--- config.mk ---
export PLATFORM = sky130hd
export DESIGN_NAME = pfs_ctrl
export DESIGN_NICKNAME = d
export VERILOG_FILES = /design/src/hw/rtl/pfs_pkg.sv /design/src/hw/rtl/pfs_ctrl.sv
export SDC_FILE = /design/constraint.sdc
export NUM_CORES = 1
export LEC_CHECK = 0
export BUFFER_PORTS_ARGS = -buffer_cell sky130_fd_sc_hd__buf_2
export CAP_MARGIN = 0
export CORE_AREA = 10 10 47 49
export DETAILED_ROUTE_END_ITERATION = 8
export DIE_AREA = 0 0 57 59
export PLACE_DENSITY = 0.58
export SYNTH_ARGS = -nofsm -noshare
export SYNTH_HDL_FRONTEND = slang
export SYNTH_SLANG_ARGS = --single-unit
--- constraint.sdc ---
create_clock -name clk -period 1.7 [get_ports clk]
set_input_delay 0.17 -clock clk [delete_from_list [all_inputs] [get_ports clk]]
set_output_delay 0.17 -clock clk [all_outputs]
set_load 0.02 [all_outputs]
--- src/hw/rtl/pfs_pkg.sv ---
// pfs_pkg: shared types, constants and datapath command codes for the
// pFound ranking score block. Used by pfs_ctrl, pfs_dp and pfound_ranking_score.
package pfs_pkg;

    localparam int MAX_ITEMS = 256;
    localparam int ADDR_W    = $clog2(MAX_ITEMS);
    localparam int CNT_W     = $clog2(MAX_ITEMS + 1);

    localparam int DIV_STEPS = 31;
    localparam int DIV_CNT_W = 5;

    localparam logic [16:0] ONE_Q16  = 17'h10000;
    localparam logic [34:0] HALF_Q16 = 35'h8000;

    // register indexes on the APB port
    localparam logic [1:0] REG_P_BREAK   = 2'd0;
    localparam logic [1:0] REG_LABEL_CAP = 2'd1;
    localparam logic [1:0] REG_TOP_N     = 2'd2;

    typedef logic [3:0] op_t;

    localparam op_t OP_NONE   = 4'd0;
    localparam op_t OP_PREP   = 4'd1;
    localparam op_t OP_SCAN   = 4'd2;
    localparam op_t OP_PICK   = 4'd3;
    localparam op_t OP_DIV    = 4'd4;
    localparam op_t OP_MUL1   = 4'd5;
    localparam op_t OP_MUL2   = 4'd6;
    localparam op_t OP_MUL3   = 4'd7;
    localparam op_t OP_MUL4   = 4'd8;
    localparam op_t OP_MUL5   = 4'd9;
    localparam op_t OP_FINISH = 4'd10;

    typedef struct packed {
        logic signed [31:0] predicted_score;
        logic signed [15:0] actual_label;
        logic               last_item;
    } item_t;

    typedef struct packed {
        logic [16:0] score;
        logic [8:0]  items_used;
        logic        overflow;
    } result_t;

    typedef struct packed {
        op_t  op;
        logic load;
    } cmd_t;

    typedef struct packed {
        logic scan_end;
        logic div_done;
        logic pos_last;
        logic out_free;
    } status_t;

endpackage

--- src/hw/rtl/pfs_ctrl.sv ---
// pfs_ctrl: sequencer for the pFound block; steps the datapath through load,
// selection scan, relevance divide and the cascade multiplies. Uses pfs_pkg.
module pfs_ctrl
(
    input  logic             clk,
    input  logic             rst_n,
    input  logic             item_valid,
    input  logic             item_last,
    output logic             item_ready,
    input  pfs_pkg::status_t status,
    output pfs_pkg::cmd_t    cmd
);

    localparam logic [3:0] ST_IDLE   = 4'd0;
    localparam logic [3:0] ST_PREP   = 4'd1;
    localparam logic [3:0] ST_SCAN   = 4'd2;
    localparam logic [3:0] ST_PICK   = 4'd3;
    localparam logic [3:0] ST_DIV    = 4'd4;
    localparam logic [3:0] ST_MUL1   = 4'd5;
    localparam logic [3:0] ST_MUL2   = 4'd6;
    localparam logic [3:0] ST_MUL3   = 4'd7;
    localparam logic [3:0] ST_MUL4   = 4'd8;
    localparam logic [3:0] ST_MUL5   = 4'd9;
    localparam logic [3:0] ST_FINISH = 4'd10;

    logic [3:0] state_reg;
    logic [3:0] state_next;

    assign item_ready = (state_reg == ST_IDLE);

    always_comb
    begin
        state_next = state_reg;
        cmd.op     = pfs_pkg::OP_NONE;
        cmd.load   = 1'b0;
        unique case (state_reg)
            ST_IDLE:
            begin
                cmd.load = item_valid;
                if (item_valid && item_last)
                begin
                    state_next = ST_PREP;
                end
            end
            ST_PREP:
            begin
                cmd.op     = pfs_pkg::OP_PREP;
                state_next = ST_SCAN;
            end
            ST_SCAN:
            begin
                // last compare lands on the edge that leaves this state
                if (status.scan_end)
                begin
                    state_next = ST_PICK;
                end
                else
                begin
                    cmd.op = pfs_pkg::OP_SCAN;
                end
            end
            ST_PICK:
            begin
                cmd.op     = pfs_pkg::OP_PICK;
                state_next = ST_DIV;
            end
            ST_DIV:
            begin
                if (status.div_done)
                begin
                    state_next = ST_MUL1;
                end
                else
                begin
                    cmd.op = pfs_pkg::OP_DIV;
                end
            end
            ST_MUL1:
            begin
                cmd.op     = pfs_pkg::OP_MUL1;
                state_next = ST_MUL2;
            end
            ST_MUL2:
            begin
                cmd.op     = pfs_pkg::OP_MUL2;
                state_next = ST_MUL3;
            end
            ST_MUL3:
            begin
                cmd.op     = pfs_pkg::OP_MUL3;
                state_next = ST_MUL4;
            end
            ST_MUL4:
            begin
                cmd.op     = pfs_pkg::OP_MUL4;
                state_next = ST_MUL5;
            end
            ST_MUL5:
            begin
                cmd.op     = pfs_pkg::OP_MUL5;
                state_next = status.pos_last ? ST_FINISH : ST_SCAN;
            end
            ST_FINISH:
            begin
                // hold until the result register is free
                if (status.out_free)
                begin
                    cmd.op     = pfs_pkg::OP_FINISH;
                    state_next = ST_IDLE;
                end
            end
            default:
            begin
                state_next = ST_IDLE;
            end
        endcase
    end

    always_ff @(posedge clk or negedge rst_n)
    begin
        if (!rst_n)
        begin
            state_reg <= ST_IDLE;
        end
        else
        begin
            state_reg <= state_next;
        end
    end

endmodule

# [Word-level counts from Yosys, hierarchy flattened]
# Index checks and enable logic that the tools add are counted.
[totals] ff_bits=4 input_bits=8 out_inout_bits=6 word_cells=29
[op_classes] eq_ne=14 n_mux=11 reduce_logical=3
[ops] operator="4-bit case mux with 11 select lines" n=1
[ops] operator="4-bit case mux with 10 select lines" n=1
[ops] operator="4-bit two-way mux" n=6
[ops] operator="4-bit by 3-bit == test with 1-bit output (second input constant)" n=4
[ops] operator="4-bit == test (second input constant)" n=3
[ops] operator="4-bit by 2-bit == test with 1-bit output (second input constant)" n=2
[ops] operator="2-bit inequality test (second input constant)" n=3
[ops] operator="4-bit by 1-bit == test with 1-bit output (second input constant)" n=1
[ops] operator="4-bit logical NOT" n=1
[ops] operator="4-bit AND reduction" n=1
[ops] operator="3-bit two-way mux" n=1
[ops] operator="2-bit two-way mux" n=1
[ops] operator="2-bit by 1-bit inequality test with 1-bit output (second input constant)" n=1
[ops] operator="1-bit logical AND" n=1
[ops] operator="1-bit two-way mux" n=1

# [Depth between registers and ports, before layout]
# Gate-level depths: netlist (run 1).
[depth] ltp_word=3 ltp_mapped=5 mapped_depth_nobuf=4

# [Worst setup path after synthesis (run 1)]
# No wires, ideal clock.
[synth_timing] kind="register to output" startpoint="reg state_reg[0]" endpoint="out cmd[0] (netlist bit)" t_arrival_ps=1334 t_required_ps=1530 slack_ps=196 stages_incl_launch_ff=4 n_path_buf=1 path_cell_list="dfrtp_1 buf_6 nor4_2 and2_1"
[synth_lines] item="start, declared" line_no="pfs_ctrl.sv:26" text="logic [3:0] state_reg;"
[synth_lines] item="start signal, assigned" line_no="pfs_ctrl.sv:127" text="state_reg <= state_next;"
[synth_lines] item="end, declared" line_no="pfs_ctrl.sv:11" text="output pfs_pkg::cmd_t cmd"

==> impl_metrics.toml, run 1 <==
[outcome]
status = "complete, no violations"

[drt]
drtIter0Drc = 5
top_layer = "met3"
dr.pass1.iters = 4
drc = 0
met3_length_um = 42
drt-met1-wl_um = 303
wl_per_cell_um = 11.21
met2_length_um = 439
ant_nets = 0
vias = 325
viasPerCell = 4.643
drt-total-wl_um = 785

[sta]
fin_ws_ns = 0.1360
finalHoldViolations = 0
setup_violations = 0
rsz0062_at_grt = "false"
worstMarginPinSlew_ns = 0.4042
tns_ns = 0
hold_ws_ns = 0.2605
finalMaxSlewViolations = 0
fmax_ghz = 0.6394
min_period_ns = 1.564
min_period_over_period_pct = 92.00
maxSlewHeadroom_pct = 73.05
clock_skew_ns = 0.002155

[worst_setup_path]
endpoint_kind = "primary output"
worstSetupPathType = "reg -> out"
r2r_cells = 4
r2r_slack_ns = 0.47
r2r_end = "state_reg[3]$_DFFE_PN0P_"
critPathLaunchType = "register"
cp_max_fo = 13
reg2reg_from = "state_reg[3]$_DFFE_PN0P_"
critPathArrivalTime_ns = 1.39
required_ns = 1.53

[synth]
ys_warn_count = 0
syn_area_sq_um = 352.8
postSynthCellCount = 41
ys_types = 24
ys_async_sr_fraction_pct = 100.0
syn_nets = 49
ys_seq_area_share_pct = 28.37
synth_top_flop_cell = "dfrtp_1"
ys_ff_latch = 4
synth_edf_count = 0
syn_avg_cell_area_sq_um = 8.606

[place]
hpwl_um = 633.7
pre_cts_ws_ns = 0.3662
port_buffers = 13
gp_congestion = 0.7499

[final_layout]
areaGrowthSynthToFinish_pct = 21.63
largest_reg_flops = 4
drive_gt1_share_pct = 37.04
diodes = 0
nets = 64
ff_latch_area_sq_um = 100.1
final.fill_count = 164
multi_input_area_sq_um = 207.7
postLayoutCoreUtil_pct = 30.63

[clock_network]
cts.sinks = 4
cts_buffers = 3
clkSlewWorstSetupHoldPaths_ns = 0.04
root_buffer = "clkbuf_4"
ctsHtreeMaxLevel = 1
cts_buffer_depth = 2
cts_setup_buffers = 0
post_cts_resized = 0
ctsHoldBuffers = 1
cts_tree = "built"
clock_latency_ns = 0.23

[grt]
grt_pass1_wl_um = 1283
grt_max_degree = 14
first_global_vias = 317
grt_overflow = 0
antenna_found_initial = 0
grt_usage_pct = 4.583

[floorplan]
start_util_pct = 25.18
core_area_sq_mm = 0.001401
io_pins = 14
die_area_sq_mm = 0.003363
num_rows = 14
fp.dieH_um = 59
fp.dieW_um = 57

[power]
ir_drop_mv = 0.8734
powerDensity_mw_per_mm2 = 2028
leakagePower_nw = 0.2075

[hold_path]
hold_path.class = "in -> async"

[run]
maxCapViolCount = 0
[cell usage in the layout, fill, tap and decap left out, drive strengths merged]
cell type     n
buf          13
a21oi         5
nand2b        4
dfrtp         4
nor2          4
nand2         3
clkbuf        3
o21ai         3
and2          2
nor3          1
o21a          1
nor4          1
a221oi        1
o211a         1
xor2          1
inv           1
o2111ai       1
o31ai         1
nor2b         1
o32ai         1
a21o          1
dlygate4sd3   1
[where the power goes]
part           switching [W]  internal, W  leakage (nW)  total (W)
clock network      0.0000345    0.0000787        0.0138   0.000113
registers           0.000151     0.000143        0.0497   0.000294
logic               0.000245     0.000218         0.144   0.000463
total               0.000431     0.000439         0.208   0.000870
[cell type report]
type | instances | area share [%]
multi-input cells | 32 | 48.40
well taps | 16 | 4.665
clock buffers | 3 | 5.248
inverters | 1 | 0.8746
flip-flops and latches | 4 | 23.32
repair buffers | 14 | 17.49
[cells by family (layout without fill, tap and decap cells)]
kind of cell	Yosys count	after routing	share of synthesized area, %
AOI/OAI and AO/OA	15	15	30.85
xor gates and xnor gates	1	1	2.483
buffers and inverters	5	18	12.77
DFF	4	4	28.37
and+or+nand+nor	16	16	25.53
[metrics by stage]
stage	total power (W)	cell area [sq um]	cells
finish	0.0008702	429.2	70
global route	0.0009573	429.2	70
CTS	0.0008902	429.2	70
detailed placement	0.0007674	396.6	66
global placement	0.0007660	396.6	66
floorplan	0.0007132	352.8	41
[how the worst max path moves through the flow]
stage | startpoint | cells past startpoint | to
2_1_floorplan | state_reg[0]$_DFFE_PN0P_ | 3 | cmd[0]
4_1_cts | state_reg[3]$_DFFE_PN0P_ | 4 | cmd[2]
3_3_place_gp | state_reg[3]$_DFFE_PN0P_ | 4 | cmd[2]
3_5_place_dp | state_reg[3]$_DFFE_PN0P_ | 4 | cmd[2]
5_1_grt | state_reg[3]$_DFFE_PN0P_ | 4 | cmd[2]
6_report | state_reg[3]$_DFFE_PN0P_ | 4 | cmd[2]
[worst max-delay path: stages (launching register included)]
cell	delay [ns]
dfrtp_1	0.56
nand2_1	0.16
nor3_1	0.16
o21a_1	0.12
buf_2	0.15
[layer usage]
metal / global-route usage, % / up-vias
li1: - / 171
met1: 4.281 / 150
met2: 8.527 / 4
met4: 3.020 / 0
met5: 0 / -
met3: 1.288 / 0
[synthesized netlist by cell type (2+ instances only)]
master,count,area (sq um)
and2_1,2,12.51
nand2_1,3,11.26
a21oi_1,5,25.02
nand2b_1,4,25.02
dfrtp_1,4,100.1
buf_6,3,33.78
nor2_1,3,11.26
No activity file was read; power rests on OpenSTA's default activity.
==> run 2, diff against run 1 <==
--- a/config.mk
+++ b/config.mk
@@ -7,9 +7,9 @@
 export LEC_CHECK = 0
 export BUFFER_PORTS_ARGS = -buffer_cell sky130_fd_sc_hd__buf_2
 export CAP_MARGIN = 0
-export CORE_AREA = 10 10 47 49
+export CORE_AREA = 4 4 41 43
 export DETAILED_ROUTE_END_ITERATION = 8
-export DIE_AREA = 0 0 57 59
+export DIE_AREA = 0 0 45 47
 export PLACE_DENSITY = 0.58
 export SYNTH_ARGS = -nofsm -noshare
 export SYNTH_HDL_FRONTEND = slang
==> run 2 against run 1 <==
Net effect:
- setup slack worse by 0.026 ns
- cell count down 1.4%
- clock power about the same
- critical path depth unchanged
- combinational power about the same
- power about the same
- count of clock-buffer cells in the layout unchanged
- sequential share of layout area up 0.068 points
- largest cell class unchanged
- highest routed layer unchanged
==> impl_metrics.toml, run 2 (same netlist as run 1, synthesis figures left out) <==
[outcome]
status = "complete, no violations"

[place]
place_area_sq_um = 395.4
port_buffers = 13
pre_cts_ws_ns = 0.3587
place_inst = 65
hpwl_um = 538.9
gp_congestion = 0.7864

[final_layout]
nets = 64
design_area_sq_um = 427.9
most-common-layout-cells = "buf_2 (13), a21oi_1 (5), nand2b_1 (4), dfrtp_1 (4)"
areaGrowthSynthToFinish_pct = 21.28
ff_latch_area_sq_um = 100.1
largest_reg_flops = 4
diodes = 0
multi_input_area_sq_um = 207.7
finalNonFillerCells = 69
final.fill_count = 148
layout_commonest_cell = "buf_2"
drive_gt1_share_pct = 37.04

[power]
powerDensity_mw_per_mm2 = 2035
p_sw_w = 0.0004315
leakagePower_nw = 0.2075
ir_drop_mv = 0.8375
internal-power_w = 0.0004395
clkPwrFrac_pct = 13.3
sw_frac_of_total_pct = 49.54
seq_power_share_pct = 33.9
power_frac_comb_pct = 52.9

[worst_setup_path]
cp_max_fo = 13
r2r_cells = 4
reg2reg_from = "state_reg[3]$_DFFE_PN0P_"
r2r_slack_ns = 0.45
critPathLaunchType = "register"
r2r_end = "state_reg[3]$_DFFE_PN0P_"
endpoint_kind = "primary output"
worstSetupPathType = "reg -> out"
critPathArrivalTime_ns = 1.42
required_ns = 1.53

[sta]
fin_ws_ns = 0.1097
finalMaxSlewViolations = 0
clock_skew_ns = 0.004564
hold_ws_ns = 0.2612
tns_ns = 0
setup_violations = 0
worstMarginPinSlew_ns = 0.4073
min_period_ns = 1.590
finalHoldViolations = 0
min_period_over_period_pct = 93.55
maxSlewHeadroom_pct = 72.85
fmax_ghz = 0.6288
rsz0062_at_grt = "false"

[clock_network]
post_cts_resized = 0
ctsHtreeMaxLevel = 1
clkSlewWorstSetupHoldPaths_ns = 0.04
cts.sinks = 4
cts_tree = "built"
cts_buffers = 3
cts_buffer_depth = 2
clock_latency_ns = 0.23
root_buffer = "clkbuf_4"

[floorplan]
die_area_sq_mm = 0.002115
fp.dieH_um = 47
num_rows = 13
start_util_pct = 27.12
fp.dieW_um = 45
io_pins = 14
core_area_sq_mm = 0.001301

[drt]
ant_nets = 0
drc = 0
wl_per_cell_um = 10.26
vias = 319
viasPerCell = 4.623
dr.pass1.iters = 3
drt-total-wl_um = 708
drtIter0Drc = 9

[grt]
first_global_vias = 278
grt_max_degree = 14
antenna_found_initial = 0
grt_pass1_wl_um = 1062
grt_usage_pct = 7.216
grt_overflow = 0

[run]
maxCapViolCount = 0

[hold_path]
hold_path.class = "in -> async"
run 2: critical path: stages, from the launching register on:
cell     delay (ns)
dfrtp_1        0.57
nand2_1        0.17
nor3_1         0.16
o21a_1         0.13
buf_2          0.15
run 2: repair_timing:
action | in CTS | in global routing
setup endpoints to repair | 0 | 0
endpoints found under the hold margin | 4 | 0
setup buffers | 0 | 0
hold buffers | 1 | 0
run 2: area by class of cell:
| cell class | instances | area share (%) |
|---|---|---|
| clock buffer | 3 | 5.263 |
| multi-input combinational | 32 | 48.54 |
| tap | 15 | 4.386 |
| sequential | 4 | 23.39 |
| timing repair buffer | 14 | 17.54 |
| inverter | 1 | 0.8772 |
run 2: worst max path at each step:
stage,start,end
floorplan,state_reg[0]$_DFFE_PN0P_,cmd[0]
global placement,state_reg[1]$_DFFE_PN0P_,cmd[0]
detailed placement,state_reg[3]$_DFFE_PN0P_,cmd[2]
CTS,state_reg[3]$_DFFE_PN0P_,cmd[2]
global route,state_reg[3]$_DFFE_PN0P_,cmd[2]
finish,state_reg[3]$_DFFE_PN0P_,cmd[2]
run 2: power groups by stage:
stage                     Sequential, W  Combinational [W]  Clock [W]
after floorplan                0.000179           0.000534          0
after global placement         0.000291           0.000470          0
after detailed placement       0.000290           0.000467          0
after CTS                      0.000289           0.000471   0.000124
after global routing           0.000310           0.000510   0.000134
final                          0.000295           0.000461   0.000115
run 2: routing by layer:
metal,GRT usage [%],share of wire [%],routed length (um),vias to the layer above
met5,0,0,0,-
met3,1.533,3.5,25,0
met1,7.586,40,285,144
li1,-,-,-,172
met2,11.86,56,396,3
met4,7.018,0,0,0
run 2: per-stage QoR:
step,total power [W],utilization (%)
after floorplan,0.0007132,-
final,0.0008710,32.88
after global placement,0.0007606,30.38
after global routing,0.0009537,32.88
after detailed placement,0.0007575,30.38
after CTS,0.0008836,32.88
